<file path="config.mk">
export PLATFORM = sky130hd
export DESIGN_NAME = sensor_frame_crc_decoder
export DESIGN_NICKNAME = d
export VERILOG_FILES = /design/src/sv/sfcd_pkg.sv /design/src/sv/sfcd_frame.sv /design/src/sv/sfcd_convert.sv /design/src/sv/sensor_frame_crc_decoder.sv
export SDC_FILE = /design/constraint.sdc
export NUM_CORES = 1
export LEC_CHECK = 0
export ABC_AREA = 1
export BUFFER_PORTS_ARGS = -buffer_cell sky130_fd_sc_hd__buf_2
export CORE_AREA = 2 2 159 161
export CTS_BUF_LIST = sky130_fd_sc_hd__clkbuf_16
export DETAILED_ROUTE_END_ITERATION = 8
export DIE_AREA = 0 0 161 163
export PLACE_DENSITY = 0.67
export SYNTH_ARGS = -nofsm -noshare
export SYNTH_HDL_FRONTEND = slang
export SYNTH_SLANG_ARGS = --single-unit
</file>
<file path="constraint.sdc">
create_clock -name aclk -period 13.1 [get_ports aclk]
set_clock_uncertainty 0.2 [all_clocks]
set_input_delay 0.655 -clock aclk [delete_from_list [all_inputs] [get_ports aclk]]
set_output_delay 0.655 -clock aclk [all_outputs]
set_load 0.1 [all_outputs]
</file>
<file path="src/sv/sfcd_pkg.sv">
`default_nettype none
package sfcd_pkg;

    localparam logic [7:0]  CRC_POLY   = 8'h31;
    localparam logic [7:0]  CRC_INIT   = 8'hFF;
    localparam logic [10:0] TEMP_MUL   = 11'd1750;
    localparam logic [11:0] TEMP_OFF   = 12'd450;
    localparam logic [10:0] HUM_MUL    = 11'd1250;
    localparam logic [10:0] HUM_OFF    = 11'd60;
    localparam logic [10:0] HUM_MAX    = 11'd1000;
    localparam logic [2:0]  POS_LAST   = 3'd5;

    localparam int TEMP_W = 12;
    localparam int HUM_W  = 10;
    localparam int WORD_W = 16;
    localparam int OUT_DATA_W = 56;

    typedef enum logic [2:0] {
        POS_WORD_HI  = 3'd0,
        POS_WORD_LO  = 3'd1,
        POS_WORD_CRC = 3'd2,
        POS_SEC_HI   = 3'd3,
        POS_SEC_LO   = 3'd4,
        POS_SEC_CRC  = 3'd5
    } byte_pos_t;

    // One completed reply handed from the byte sequencer to the converter.
    typedef struct packed {
        logic                ok;
        logic [WORD_W-1:0]   first_word;
        logic [WORD_W-1:0]   second_word;
    } frame_t;

    // CRC-8, MSB first, one byte folded into the running value.
    function automatic logic [7:0] crc8_feed(input logic [7:0] crc, input logic [7:0] b);
        logic [7:0] c;
        c = crc ^ b;
        for (int i = 0; i < 8; i++) begin
            if (c[7]) begin
                c = {c[6:0], 1'b0} ^ CRC_POLY;
            end else begin
                c = {c[6:0], 1'b0};
            end
        end
        return c;
    endfunction

endpackage
`default_nettype wire

</file>
<file path="src/sv/sfcd_frame.sv">
`default_nettype none
module sfcd_frame (
    input  wire logic           aclk,
    input  wire logic           aresetn,
    input  wire logic           s_valid,
    input  wire logic [7:0]     s_data,
    output logic                s_ready,
    output logic                frame_valid,
    output sfcd_pkg::frame_t    frame,
    input  wire logic           frame_ready
);
    import sfcd_pkg::*;

    logic [2:0]  pos_reg, pos_next;
    logic [7:0]  crc_reg, crc_next;
    logic [15:0] first_reg, first_next;
    logic [15:0] second_reg, second_next;
    logic        good_reg, good_next;
    logic        fvalid_reg, fvalid_next;
    frame_t      frame_reg, frame_next;
    logic        take;
    logic [2:0]  pos_eff;
    logic [7:0]  crc_upd;

    assign s_ready     = !fvalid_reg || frame_ready;
    assign take        = s_valid && s_ready;
    assign frame_valid = fvalid_reg;
    assign frame       = frame_reg;

    // Positions beyond the last byte cannot occur; treat them as a new reply.
    assign pos_eff = (pos_reg > POS_LAST) ? 3'd0 : pos_reg;

    always_comb begin
        pos_next    = pos_reg;
        crc_next    = crc_reg;
        first_next  = first_reg;
        second_next = second_reg;
        good_next   = good_reg;
        fvalid_next = fvalid_reg && !frame_ready;
        frame_next  = frame_reg;
        crc_upd     = crc8_feed(crc_reg, s_data);
        if (take) begin
            pos_next = pos_eff + 3'd1;
            unique case (byte_pos_t'(pos_eff))
                POS_WORD_HI: begin
                    crc_next   = crc8_feed(CRC_INIT, s_data);
                    first_next = {s_data, 8'h00};
                end
                POS_WORD_LO: begin
                    crc_next   = crc_upd;
                    first_next = {first_reg[15:8], s_data};
                end
                POS_WORD_CRC: begin
                    good_next = (crc_reg == s_data);
                    crc_next  = CRC_INIT;
                end
                POS_SEC_HI: begin
                    crc_next    = crc8_feed(CRC_INIT, s_data);
                    second_next = {s_data, 8'h00};
                end
                POS_SEC_LO: begin
                    crc_next    = crc_upd;
                    second_next = {second_reg[15:8], s_data};
                end
                default: begin
                    pos_next               = 3'd0;
                    crc_next               = CRC_INIT;
                    fvalid_next            = 1'b1;
                    frame_next.ok          = good_reg && (crc_reg == s_data);
                    frame_next.first_word  = first_reg;
                    frame_next.second_word = second_reg;
                end
            endcase
        end
    end

    always_ff @(posedge aclk) begin
        if (!aresetn) begin
            pos_reg    <= 3'd0;
            crc_reg    <= CRC_INIT;
            first_reg  <= '0;
            second_reg <= '0;
            good_reg   <= 1'b0;
            fvalid_reg <= 1'b0;
        end else begin
            pos_reg    <= pos_next;
            crc_reg    <= crc_next;
            first_reg  <= first_next;
            second_reg <= second_next;
            good_reg   <= good_next;
            fvalid_reg <= fvalid_next;
        end
        frame_reg <= frame_next;
    end

endmodule
`default_nettype wire

</file>
<file path="src/sv/sfcd_convert.sv">
`default_nettype none
module sfcd_convert (
    input  wire logic                         aclk,
    input  wire logic                         aresetn,
    input  wire logic                         frame_valid,
    input  wire sfcd_pkg::frame_t             frame,
    output logic                              frame_ready,
    output logic                              m_valid,
    output logic                              m_status,
    output logic [sfcd_pkg::TEMP_W-1:0]       m_temp,
    output logic [sfcd_pkg::HUM_W-1:0]        m_hum,
    output logic [31:0]                       m_packed,
    input  wire logic                         m_ready
);
    import sfcd_pkg::*;

    logic              valid_reg, valid_next;
    logic              status_reg;
    logic [TEMP_W-1:0] temp_reg;
    logic [HUM_W-1:0]  hum_reg;
    logic [31:0]       packed_reg;
    logic [26:0]       temp_prod, hum_prod;
    logic [10:0]       hum_raw, hum_sub;
    logic [TEMP_W-1:0] temp_val;
    logic [HUM_W-1:0]  hum_val;
    logic              load;

    assign frame_ready = !valid_reg || m_ready;
    assign load        = frame_valid && frame_ready;
    assign valid_next  = load || (valid_reg && !m_ready);

    always_comb begin
        temp_prod = 27'(frame.first_word) * 27'(TEMP_MUL);
        hum_prod  = 27'(frame.second_word) * 27'(HUM_MUL);
        temp_val  = {1'b0, temp_prod[26:16]} - TEMP_OFF;
        hum_raw   = hum_prod[26:16];
        hum_sub   = hum_raw - HUM_OFF;
        // Readings below the offset clamp to zero rather than wrapping.
        if (hum_raw < HUM_OFF) begin
            hum_val = '0;
        end else if (hum_sub > HUM_MAX) begin
            hum_val = HUM_MAX[HUM_W-1:0];
        end else begin
            hum_val = hum_sub[HUM_W-1:0];
        end
    end

    always_ff @(posedge aclk) begin
        if (!aresetn) begin
            valid_reg <= 1'b0;
        end else begin
            valid_reg <= valid_next;
        end
        if (load) begin
            status_reg <= !frame.ok;
            temp_reg   <= frame.ok ? temp_val : '0;
            hum_reg    <= frame.ok ? hum_val : '0;
            packed_reg <= frame.ok ? {frame.first_word, frame.second_word} : 32'd0;
        end
    end

    assign m_valid  = valid_reg;
    assign m_status = status_reg;
    assign m_temp   = temp_reg;
    assign m_hum    = hum_reg;
    assign m_packed = packed_reg;

endmodule
`default_nettype wire

</file>
<file path="src/sv/sensor_frame_crc_decoder.sv">
// Sensor reply decoder with CRC-8 checking.
// The slave stream carries one reply byte per transfer: a 16-bit word high
// byte first, its CRC-8 byte, then a second word and its CRC-8 byte.
// The CRC uses polynomial 0x31, initial value 0xFF, most significant bit first.
// After every sixth byte the master stream gives one transfer. Its tuser bit
// is the status (0 both CRCs good, 1 a mismatch). Its tdata holds the
// temperature in tenths of a degree, the humidity in tenths of a percent
// clamped to 0..1000, and the two words packed as a serial number. On a
// mismatch the data fields are zero.
// One byte is taken every cycle while s_tready is high. The reply of the
// sixth byte passes through the byte sequencer's frame register and then
// the converter's output register, which is fed by a combinational multiply.
// When the receiver stalls, the two registers fill and s_tready drops only
// once both hold a finished reply; bytes keep flowing otherwise.
// Reset (aresetn low, synchronous) returns the sequencer to the first byte
// of a reply, presets the CRC to 0xFF and drops both valid flags.
`default_nettype none
module sensor_frame_crc_decoder (
    input  wire logic        aclk,
    input  wire logic        aresetn,
    input  wire logic        s_tvalid,
    output logic             s_tready,
    input  wire logic [7:0]  s_tdata,   // [7:0] reply_byte
    output logic             m_tvalid,
    input  wire logic        m_tready,
    output logic [sfcd_pkg::OUT_DATA_W-1:0] m_tdata,
                                        // [11:0] temperature_tenths, [21:12] humidity_tenths,
                                        // [53:22] packed_word, [55:54] zero
    output logic [0:0]       m_tuser    // [0] status
);
    import sfcd_pkg::*;

    frame_t            frame;
    logic              frame_valid;
    logic              frame_ready;
    logic              status;
    logic [TEMP_W-1:0] temp;
    logic [HUM_W-1:0]  hum;
    logic [31:0]       packed_w;

    // Byte sequencer: tracks the reply position, runs the CRC and collects words.
    sfcd_frame u_frame (
        .aclk        (aclk),
        .aresetn     (aresetn),
        .s_valid     (s_tvalid),
        .s_data      (s_tdata),
        .s_ready     (s_tready),
        .frame_valid (frame_valid),
        .frame       (frame),
        .frame_ready (frame_ready)
    );

    // Converter: scales the words and holds the result for the master side.
    sfcd_convert u_convert (
        .aclk        (aclk),
        .aresetn     (aresetn),
        .frame_valid (frame_valid),
        .frame       (frame),
        .frame_ready (frame_ready),
        .m_valid     (m_tvalid),
        .m_status    (status),
        .m_temp      (temp),
        .m_hum       (hum),
        .m_packed    (packed_w),
        .m_ready     (m_tready)
    );

    assign m_tdata = {2'b00, packed_w, hum, temp};
    assign m_tuser = status;

endmodule
`default_nettype wire

</file>
-- Word-level counts from Yosys, hierarchy flattened
Cells that the tools add are included.
Widths: inputs -> output; s select.
- add/sub/neg operators: 3
- multiply operators: 2
- divide/modulo/power cells: 0
- order comparisons: 3
- equality and inequality tests: 5
- shift-type cells: 0
- muxes and demuxes: 59
- bitwise gates (word level): 29
- reduce and logical (&&, ||, !) cells: 26
- operators by type and width (operator ; count):
    $mux 8 ; 28
    $mux 6 ; 23
    $not 3->3 ; 23
    $pmux 16 s2 ; 2
    $mul 16x10->26 const B ; 2
    $pmux 8 s3 ; 1
    $sub 11x9->12 const B ; 1
    $gt 11x10->1 const B ; 1
    $lt 11x6->1 const B ; 1
    $sub 11x6->11 const B ; 1
    $mux 10 ; 1
    $eq 8x8->1 ; 1
    $not 8->8 ; 1
    $reduce_and 2->1 ; 4
    $xor 8x8->8 ; 1
    $eq 3x2->1 const B ; 2
    $mux 3 ; 2
    $reduce_and 3->1 ; 2
    $logic_and 1x1->1 ; 5
    $logic_not 1->1 ; 5
    $reduce_or 5->1 ; 1
    $not 1->1 ; 4
    $reduce_bool 2->1 ; 2
    $reduce_or 2->1 ; 2
    other kinds (8) ; 11
- flip-flop bits (word level): 134
- latch bits: 0
- bits in writable memories: 0
- ROM bits: 0
- output and inout bits: 59
- memories kept: 0

-- Longest topological paths before layout
Gate-level depths: netlist of the first run.
- word-level depth: 32
- mapped depth: 32
- depth with buffers taken out: 32

-- Modules after synthesis
From an unflattened synthesis of the first run, not the netlist that was laid out.
- cells, all modules: 1477
- area, all modules: 12401.9 µm²
- modules (own cells, without submodules) (module ; times used ; cells an instance ; area each (µm²) ; seq. area each (µm²)):
    sfcd_convert ; 1 ; 1071 ; 8896.0 ; 1671.6
    sfcd_frame ; 1 ; 403 ; 3487.1 ; 1891.8
    sensor_frame_crc_decoder ; 1 ; 3 ; 18.8 ; 0.0

-- Least setup slack after synthesis of the first run
Ideal clock, no wire load.
- kind: register -> register
- from: reg u_frame.frame_reg, in the netlist u_frame.frame[21]
- to: reg u_convert.temp_reg[10] (netlist: u_convert.m_temp[10]) (data pin)
- library setup time: 0.254 ns
- arrival time: 4.730 ns
- required time: 12.646 ns
- slack: 7.917 ns
- cell stages (with the launch flop): 25
- period minus slack after synthesis: 5.183 ns
- cells stage by stage: edfxtp_1 > ha_1 > fa_1 > inv_1 > fa_1 > inv_1 > fa_1 > inv_1 > fa_1 > inv_1 > ha_1 > a21o_1 > a21boi_0 > nor2_1 > nor2_1 > nand2_1 > xor2_1 > inv_1 > nand2_1 > nor2_1 > nand3_1 > nand3_1 > nand2_1 > nand3_1 > nand2_1
- longest elaborated chain between the ends: 2
- ends and longest elaborated chain (element ; line ; source):
    start, declared ; sfcd_frame.sv:20 ; frame_t frame_reg, frame_next;
    start signal, assigned ; sfcd_frame.sv:93 ; frame_reg <= frame_next;
    $mul 16x10->26 ; sfcd_convert.sv:33 ; temp_prod = 27'(frame.first_word) * 27'(TEMP_MUL);
    $sub 11x9->12 ; sfcd_convert.sv:35 ; temp_val = {1'b0, temp_prod[26:16]} - TEMP_OFF;
    end signal, assigned ; sfcd_convert.sv:56 ; temp_reg <= frame.ok ? temp_val : '0;
    end, declared ; sfcd_convert.sv:19 ; logic [TEMP_W-1:0] temp_reg;
No other way between the ends.
A chain may end at the register's enable or synchronous reset.

-- Worst setup path in the final report of the first run
- from: reg u_frame.frame_reg, in the netlist u_frame.frame[23]
- to: reg u_convert.temp_reg[11] (netlist: u_convert.m_temp[11]) (data pin)
Same word-level chain as after synthesis.

==> reports/results.txt, run 1 <==
Status = complete, no violations
Share of the cycle needed by the critical path after routing = 0.432
Mean Syn Cell Area = 8.61 sq um
Final WL = 24800 um
Initial Util = 0.489
1st-iter DRT viols = 573
Worst Reg-to-Reg Cells = 20
Reg2Reg Capture Point = u_convert.m_temp[11]
Core Rows = 58
Async set-or-reset flop fraction in the synthesized netlist = 0
Pwr dens = 210 nW/um^2
Hold_buf cts = 0
Total GRT Usage = 0.198
Total negative setup slack = 0 ns
Critical path required time = 13.16 ns
Post-Syn Instances = 1402
Synth-to-Final Area Change = 10.2%
Slew headroom = 0.360
VDD IR max = 166 uV
RSZ-0062 raised after global routing = false
Hold endpoint = u_frame.frame[24]
Synth Warn # = 0
DRC viols = 0
Post-synth cell types = 52
Worst-Margin Slew = 0.952 ns
Pre-antenna DRT Iters = 5
Crit Reg-Reg Startpoint = u_frame.frame[23]
Final min period = 5.66 ns
Post-synth EDFFs = 88
Top cells by area, synth = edfxtp_1 (22%), ha_1 (17%), fa_1 (16%)
Most common cell after layout, fill and taps aside = inv_1
HP Start = u_frame.first_reg[8]
CTS Root Cell = clkbuf_16
Most used DFF post-synth = edfxtp_1
TritonCTS clock tree = built
Largest register FFs = 33
Switching share of power = 0.501
Layout Nets = 1740
Total power = 2.80 mW
Endpoints failing hold = 0
First-pass GRT wire length = 41800 um
Post-Synthesis Cell Area = 12100 sq um
Skew-Pair Late Insertion Delay = 0.42 ns
Vias in the first global route = 8714
Num ports = 71
Switching pwr = 1.40 mW
Die Wd = 161 um
Setup slack, reg-to-reg = 7.44 ns
Cell depth of the worst hold path = 0
Max Clock Freq = 177 MHz
Area share of the largest cell type after synthesis = 0.219
Worst setup SP type = register
Synth area leader = edfxtp_1
CTS H-tree depth = 4
Sequential group share of total power = 0.185
Total CTS buffers = 17
Largest net degree at the start of global routing = 56
Vias post-DR = 8872
Core Area = 24700 sq um
Die Ht = 163 um
Die ar. = 26200 sq um
Worst-path clk slew = 0.06 ns
Port bufs = 68
Layout cells sized above 1 = 0.0929
HP Class = reg -> reg
Post-CTS setup buffer count = 0
Cell-internal power = 1.40 mW
Hpwl dp = 19800 um
Slew Limit Fails = 0
Vias/cell = 4.89
Placer Congestion = 0.909
Seq/Total Area, Yosys = 0.295
Max-Cap Viols = 0
Post-CTS resize count = 0
Leak = 7.00 nW
Worst setup path class = reg -> reg
Worst-path fanout max = 6
Yosys reg bits = 134
Clock network power share = 0.159
Clk buf depth = 2
Combinational group share of total power = 0.656
Grt ovf = 0
CP arrival = 5.72 ns
TritonCTS Sinks = 134
ANT nets after route = 0
CP endpoint kind = register
WL/cell = 13.7 um
Most frequent cells in the layout = inv_1 (337), nand2_1 (262), ha_1 (162)
Initial antenna violation count = 0
Setup violators final = 0
N_diodes = 0
## how the worst max path moves through the flow
stage / start / endpoint / slack [ns] / cells after the start
global route: u_frame.frame[21] / u_convert.m_temp[11] / 7.13 / 22
floorplan: u_frame.frame[21] / u_convert.m_temp[10] / 7.92 / 24
finish: u_frame.frame[23] / u_convert.m_temp[11] / 7.44 / 20
detailed placement: u_frame.frame[23] / u_convert.m_temp[11] / 7.49 / 20
CTS: u_frame.frame[23] / u_convert.m_temp[11] / 7.47 / 20
global placement: u_frame.frame[25] / u_convert.m_temp[11] / 7.52 / 20
## worst max-delay path, cell delays in order (launching register included)
cell and delay, ns:
edfxtp_1 0.53, ha_1 0.40, fa_1 0.55, fa_1 0.56, inv_1 0.06, fa_1 0.49, fa_1 0.52, inv_1 0.04
ha_1 0.35, nand2_1 0.13, nor4_1 0.47, nand2_1 0.10, nand2_1 0.11, xnor2_1 0.15, ha_1 0.17, inv_1 0.04
nor2_1 0.14, nand3_1 0.17, nand3_1 0.12, nand2_1 0.07, nor3_1 0.12
## synthesized netlist by cell type (17+ instances only)
| cell | number |
|---|---|
| dfxtp_1 | 46 |
| xnor2_1 | 22 |
| edfxtp_1 | 88 |
| o21ai_0 | 42 |
| nor2_1 | 89 |
| inv_1 | 334 |
| ha_1 | 162 |
| nand2_1 | 262 |
| xor2_1 | 17 |
| fa_1 | 94 |
| nand3_1 | 47 |
| a21oi_1 | 70 |
## per-layer routing
layer	GRT usage	wire (um)	up-vias
met5	0	0	-
met3	0.0275	887	32
met2	0.329	11500	162
met4	0.0617	375	0
li1	-	-	4542
met1	0.269	12100	4136
## cells by family (layout without fill, tap and decap cells)
logic type / Yosys count / after routing / share of synthesized area
buffers and inverters: 359 / 441 / 0.113
adder cells (fa/ha/maj): 256 / 256 / 0.324
XOR/XNOR: 43 / 43 / 0.0346
AO/OA/AOI/OAI: 154 / 154 / 0.0724
AND/OR/NAND/NOR: 455 / 455 / 0.161
other: 1 / 2 / 0.000311
flip-flops: 134 / 134 / 0.295
## cell type report
type | count | area, sq um
flip-flops and latches | 134 | 3560
clock inverters | 14 | 82.6
fillers | 2288 | 11400
repair buffers | 71 | 363
multi-input cells | 910 | 7160
well taps | 330 | 413
clock buffers | 18 | 450
inverters | 338 | 1270
## power by group through the flow
stage / clock (mW) / sequential, mW / combinational, mW
floorplan: 0 / 0.586 / 1.41
global placement: 0 / 0.525 / 1.80
detailed placement: 0 / 0.525 / 1.83
CTS: 0.454 / 0.516 / 1.84
global route: 0.469 / 0.519 / 2.12
finish: 0.446 / 0.516 / 1.83
## metrics by stage
stage                     worst slack [ns]  area, sq um  hold WS, ns  std cells  utilization
after global placement                7.52        12800        0.209       1783        0.517
after detailed placement              7.49        12800        0.210       1783        0.517
final                                 7.44        13300        0.227       1815        0.539
after floorplan                       7.92        12100        0.203       1403            -
after global routing                  7.13        13300        0.241       1815        0.539
after CTS                             7.47        13300        0.225       1815        0.539
No activity file was read; power rests on OpenSTA's default activity.
==> run 2: changes to the inputs <==
- clock period: 13.1 -> 5.5 ns (I/O delays scaled with it)
==> reports/results.txt, run 2 (synthesis results as in run 1) <==
Status = complete, no violations
Max-Cap Viols = 0 (unchanged)
Worst-path fanout max = 5 (-1)
Port bufs = 68 (unchanged)
Clk buf depth = 2 (unchanged)
Met2 wire length = 12000 um (+4.5%)
HP Class = in -> reg
Largest register FFs = 33 (unchanged)
TritonCTS Sinks = 134 (unchanged)
Vias in the first global route = 8578 (-1.6%)
Synth-to-Final Area Change = 16.7%
Final WL = 25500 um (+2.8%)
Die ar. = 26200 sq um (unchanged)
First-pass GRT wire length = 41000 um (-1.9%)
Worst-Margin Slew = 0.889 ns (-0.0633 ns)
Core Rows = 58 (unchanged)
Placed inst area = 13000 sq um (+1.5%)
Slew Limit Fails = 0 (unchanged)
CTS Root Cell = clkbuf_16
Most frequent cells in the layout = inv_1 (329), nand2_1 (253), ha_1 (143)
Setup violators final = 0 (unchanged)
Final min period = 5.49 ns (-0.171 ns)
Worst setup path class = reg -> reg
Most common cell after layout, fill and taps aside = inv_1
N_diodes = 0 (unchanged)
Met3 Routed Length = 994 um (+12%)
VDD IR max = 385 uV (+130%)
CP delay by family, top = adder cells
CP endpoint kind = register
Placer Congestion = 0.882 (-3.0%)
Vias/cell = 4.87 (-0.42%)
Layout Nets = 1786 (+2.6%)
Worst-path clk slew = 0.06 ns (about the same)
WL/cell = 13.7 um (+0.25%)
Worst setup SP type = register
Final Hold Slack = 0.0205 ns (-0.207 ns)
Layout cells sized above 1 = 0.161 (+0.0678)
TritonCTS clock tree = built
Grt ovf = 0 (unchanged)
Leak = 7.26 nW (+3.7%)
Slew headroom = 0.403 (+0.0425)
Cell Chain, Critical Path = buf_4 -> ha_1 -> inv_1 -> fa_1 -> fa_1 -> fa_1 -> inv_1 -> fa_1 -> ha_4 -> a21o_1 -> nand3_1 -> nand2_1 -> a21oi_2 -> o21ai_1 -> xnor2_1 -> ha_2 -> inv_1 -> nor2_2 -> buf_4 -> inv_1 -> o21bai_1 -> a21oi_2
ANT nets after route = 0 (unchanged)
Slowest cell on the critical path = fa_1
Setup slack, reg-to-reg = 0.01 ns (-7.43 ns)
Pwr dens = 547 nW/um^2 (+160%)
Num ports = 71 (unchanged)
Die Wd = 161 um (unchanged)
Post-Layout Inst Area = 14100 sq um (+5.9%)
Share of the cycle needed by the critical path after routing = 0.998 (+0.566)
Vias post-DR = 9059 (+2.1%)
Hpwl dp = 19500 um (-1.8%)
Endpoints failing hold = 0 (unchanged)
CTS H-tree depth = 4 (unchanged)
Initial Util = 0.489 (unchanged)
Critical path required time = 5.48 ns (-7.68 ns)
Total CTS buffers = 17 (unchanged)
Pre-antenna DRT Iters = 5 (unchanged)
1st-iter DRT viols = 527 (-8.0%)
CP arrival = 5.46 ns (-0.26 ns)
Total GRT Usage = 0.195 (-0.00310)
Top layer in use = met4
DRC viols = 0 (unchanged)
M1 WL = 12100 um (+0.22%)
Max Clock Freq = 182 MHz (+3.1%)
Core Area = 24700 sq um (unchanged)
Initial antenna violation count = 0 (unchanged)
Skew-Pair Late Insertion Delay = 0.42 ns (about the same)
CP peak stage delay = 0.58 ns (+0.02 ns)
Largest net degree at the start of global routing = 56 (unchanged)
Die Ht = 163 um (unchanged)
Worst path bufs/invs = 6 (+3)
[run 2: layer usage]
metal	global-route usage	vias to the layer above
li1	-	4642
met5	0	-
met2	0.319	191
met3	0.0362	40
met4	0.0548	0
met1	0.265	4186
[run 2: worst reg2reg max path: stages (launching register included)]
cell	delay, ns
edfxtp_1	0.50
buf_4	0.21
ha_1	0.27
inv_1	0.05
fa_1	0.52
fa_1	0.44
fa_1	0.54
inv_1	0.05
fa_1	0.58
ha_4	0.24
a21o_1	0.18
nand3_1	0.07
nand2_1	0.09
a21oi_2	0.15
o21ai_1	0.10
xnor2_1	0.27
ha_2	0.22
inv_1	0.05
nor2_2	0.13
buf_4	0.13
inv_1	0.04
o21bai_1	0.15
a21oi_2	0.07
[run 2: final timing paths]
check,start,endpoint,depth (start not counted)
max,u_frame.frame[22],u_convert.m_temp[5],22
min,aresetn,u_frame.crc_reg[6],2
max reg2reg,u_frame.frame[22],u_convert.m_temp[5],22
min reg2reg,u_frame.first_reg[10],u_frame.frame[26],0
[run 2: power breakdown]
group / switching (mW) / internal (mW) / leakage, nW
Clock: 0.464 / 0.717 / 0.299
Sequential: 0.0366 / 1.18 / 1.21
Combinational: 3.28 / 2.03 / 5.75
Total: 3.78 / 3.93 / 7.26
[run 2: stage by stage]
stage | setup TNS, ns | util | power (mW) | instances | setup WS [ns]
after detailed placement | -0.0189 | 0.525 | 5.66 | 1809 | -0.0149
after CTS | 0 | 0.551 | 6.91 | 1843 | 0.0102
after floorplan | 0 | - | 4.74 | 1403 | 0.317
after global routing | -0.636 | 0.571 | 8.44 | 1861 | -0.107
final | 0 | 0.571 | 7.71 | 1861 | 0.0125
after global placement | 0 | 0.525 | 5.60 | 1809 | 0.0677
[run 2: area by class of cell]
cell class              instances  area, sq um
inverters                     338         1270
fillers                      2199        10600
flip-flops and latches        134         3560
well taps                     330          413
multi-input cells             910         7520
clock buffers                  17          425
repair buffers                117          721
clock inverters                15          178
[run 2: repair_timing]
item,in CTS,in global routing
hold buffers,2,0
gates resized for setup,1,69
pin swaps,0,26
buffers inserted,0,18
setup endpoints to repair,2,17
hold endpoints to repair,3,0
==> run 3: changes to the inputs <==
- RECOVER_POWER: default -> 100
==> reports/results.txt, run 3 (synthesis results as in run 1) <==
Status = finished with violations
Violated checks = max-capacitance violations, max-slew violations
Core Rows = 58 (unchanged)
Worst-Margin Slew = 3.14 ns (+2.25 ns)
First-pass GRT wire length = 41000 um (unchanged)
Critical path required time = 5.48 ns (about the same)
Cell-internal power = 3.93 mW (-0.13%)
Synth-to-Final Area Change = 16.0%
Slew headroom = -1.09 (-1.50)
Total CTS buffers = 17 (unchanged)
Total power = 7.71 mW (about the same)
Sequential group share of total power = 0.159 (about the same)
Share of the cycle needed by the critical path after routing = 0.999 (about the same)
TritonCTS Sinks = 134 (unchanged)
N_diodes = 0 (unchanged)
1st-iter DRT viols = 521 (-1.1%)
Hpwl dp = 19500 um (unchanged)
Final WL = 25600 um (+0.38%)
Die ar. = 26200 sq um (unchanged)
Switching share of power = 0.491 (+0.000870)
Placer Congestion = 0.882 (unchanged)
Grt ovf = 0 (unchanged)
Largest net degree at the start of global routing = 56 (unchanged)
Final min period = 5.49 ns (+0.00475 ns)
Pre-antenna DRT Iters = 5 (unchanged)
VDD IR max = 386 uV (+0.18%)
Combinational group share of total power = 0.688 (about the same)
Most common cell after layout, fill and taps aside = inv_1
Num ports = 71 (unchanged)
Switching pwr = 3.79 mW (+0.22%)
CP arrival = 5.47 ns (about the same)
Worst-path fanout max = 5 (unchanged)
Core Area = 24700 sq um (unchanged)
CP endpoint kind = register
Slew Limit Fails = 93 (+93)
Final setup margin = 0.00778 ns (-0.00475 ns)
Max-Cap Viols = 2 (+2)
Max Clock Freq = 182 MHz (about the same)
Total GRT Usage = 0.195 (unchanged)
TritonCTS clock tree = built
Vias in the first global route = 8578 (unchanged)
ANT nets after route = 0 (unchanged)
Largest register FFs = 33 (unchanged)
CTS Root Cell = clkbuf_16
Final non-filler cell total = 1861 (unchanged)
Layout cells sized above 1 = 0.121 (-0.0398)
DRC viols = 0 (unchanged)
Setup WS pre-CTS = -0.0149 ns (unchanged)
Finished Core Util = 0.568 (-0.00330)
Most frequent cells in the layout = inv_1 (329), nand2_1 (253), ha_1 (143)
Clock network power share = 0.154 (about the same)
Endpoints failing hold = 0 (unchanged)
Worst setup path class = reg -> reg
Pwr dens = 551 nW/um^2 (+0.62%)
Die Wd = 161 um (unchanged)
Vias/cell = 4.86 (-0.22%)
Final Hold Slack = 0.0194 ns (-0.00113 ns)
Setup violators final = 0 (unchanged)
CTS H-tree depth = 4 (unchanged)
Inst Count DP = 1809 (unchanged)
Skew-Pair Late Insertion Delay = 0.43 ns (about the same)
Worst setup SP type = register
Worst-path clk slew = 0.06 ns (about the same)
Initial Util = 0.489 (unchanged)
Fill cells = 2226 (+1.2%)
Clk buf depth = 2 (unchanged)
Layout Nets = 1786 (unchanged)
Leak = 7.09 nW (-2.4%)
WL/cell = 13.8 um (+0.38%)
Port bufs = 68 (unchanged)
Initial antenna violation count = 0 (unchanged)
Vias post-DR = 9039 (-0.22%)
Die Ht = 163 um (unchanged)
HP Class = in -> reg
run 3: changes by cell type in the layout (fill, tap and decap cells not counted), sizes merged:
| cell | previous run | this run |
|---|---|---|
| buf | 115 | 54 |
| clkbuf | 17 | 78 |
run 3: power groups by stage:
stage / logic, mW / clock network [mW] / registers [mW]
after detailed placement: 4.42 / 0 / 1.24
final: 5.31 / 1.18 / 1.22
after floorplan: 3.35 / 0 / 1.40
after global placement: 4.36 / 0 / 1.24
after global routing: 5.96 / 1.25 / 1.23
after CTS: 4.49 / 1.20 / 1.22
run 3: metrics by stage:
| step | area (sq um) | setup TNS (ns) |
|---|---|---|
| 6_report | 14000 | 0 |
| 5_1_grt | 14000 | -0.636 |
| 4_1_cts | 13600 | 0 |
| 3_5_place_dp | 13000 | -0.0189 |
| 3_3_place_gp | 13000 | 0 |
| 2_1_floorplan | 12100 | 0 |
run 3: worst paths after layout:
check / end / slack (ns) / from / cells after the start
worst max register to register: u_convert.m_temp[5] / 0.008 / u_frame.frame[22] / 22
worst max-delay path: u_convert.m_temp[5] / 0.008 / u_frame.frame[22] / 22
worst min-delay path: u_frame.second_reg[3] / 0.02 / s_tdata[3] / 3
worst min register to register: u_frame.frame[18] / 0.23 / u_frame.first_reg[2] / 0
run 3: worst max-delay path, stage by stage (launching register included):
cell      delay, ns
edfxtp_1       0.50
buf_4          0.21
ha_1           0.27
inv_1          0.05
fa_1           0.52
fa_1           0.44
fa_1           0.54
inv_1          0.05
fa_1           0.58
ha_4           0.24
a21o_1         0.18
nand3_1        0.07
nand2_1        0.09
a21oi_2        0.15
o21ai_1        0.10
xnor2_1        0.28
ha_2           0.23
inv_1          0.05
nor2_2         0.13
buf_4          0.13
inv_1          0.04
o21bai_1       0.15
a21oi_2        0.07
run 3: final cells by class:
class,count,area (sq um),area share
Tap cell,330,413,0.0295
Sequential cell,134,3560,0.254
Multi-Input combinational cell,910,7520,0.537
Clock inverter,15,178,0.0127
Clock buffer,17,425,0.0304
Timing Repair Buffer,117,639,0.0456
Inverter,338,1270,0.0906
run 3: timing repair:
item | in CTS | in global routing
setup buffers | 0 | 18
cloned | 0 | 0
gates resized for setup | 1 | 69
pin swaps | 0 | 26
hold endpoints to repair | 3 | 0
endpoints found under the setup margin | 2 | 17
hold buffers | 2 | 0
run 3: routing by layer:
metal	routed length (um)	up-vias	GRT usage
met5	0	-	0
met4	418	0	0.0548
met3	1060	41	0.0362
met2	12000	191	0.319
met1	12200	4166	0.265
li1	-	4641	-
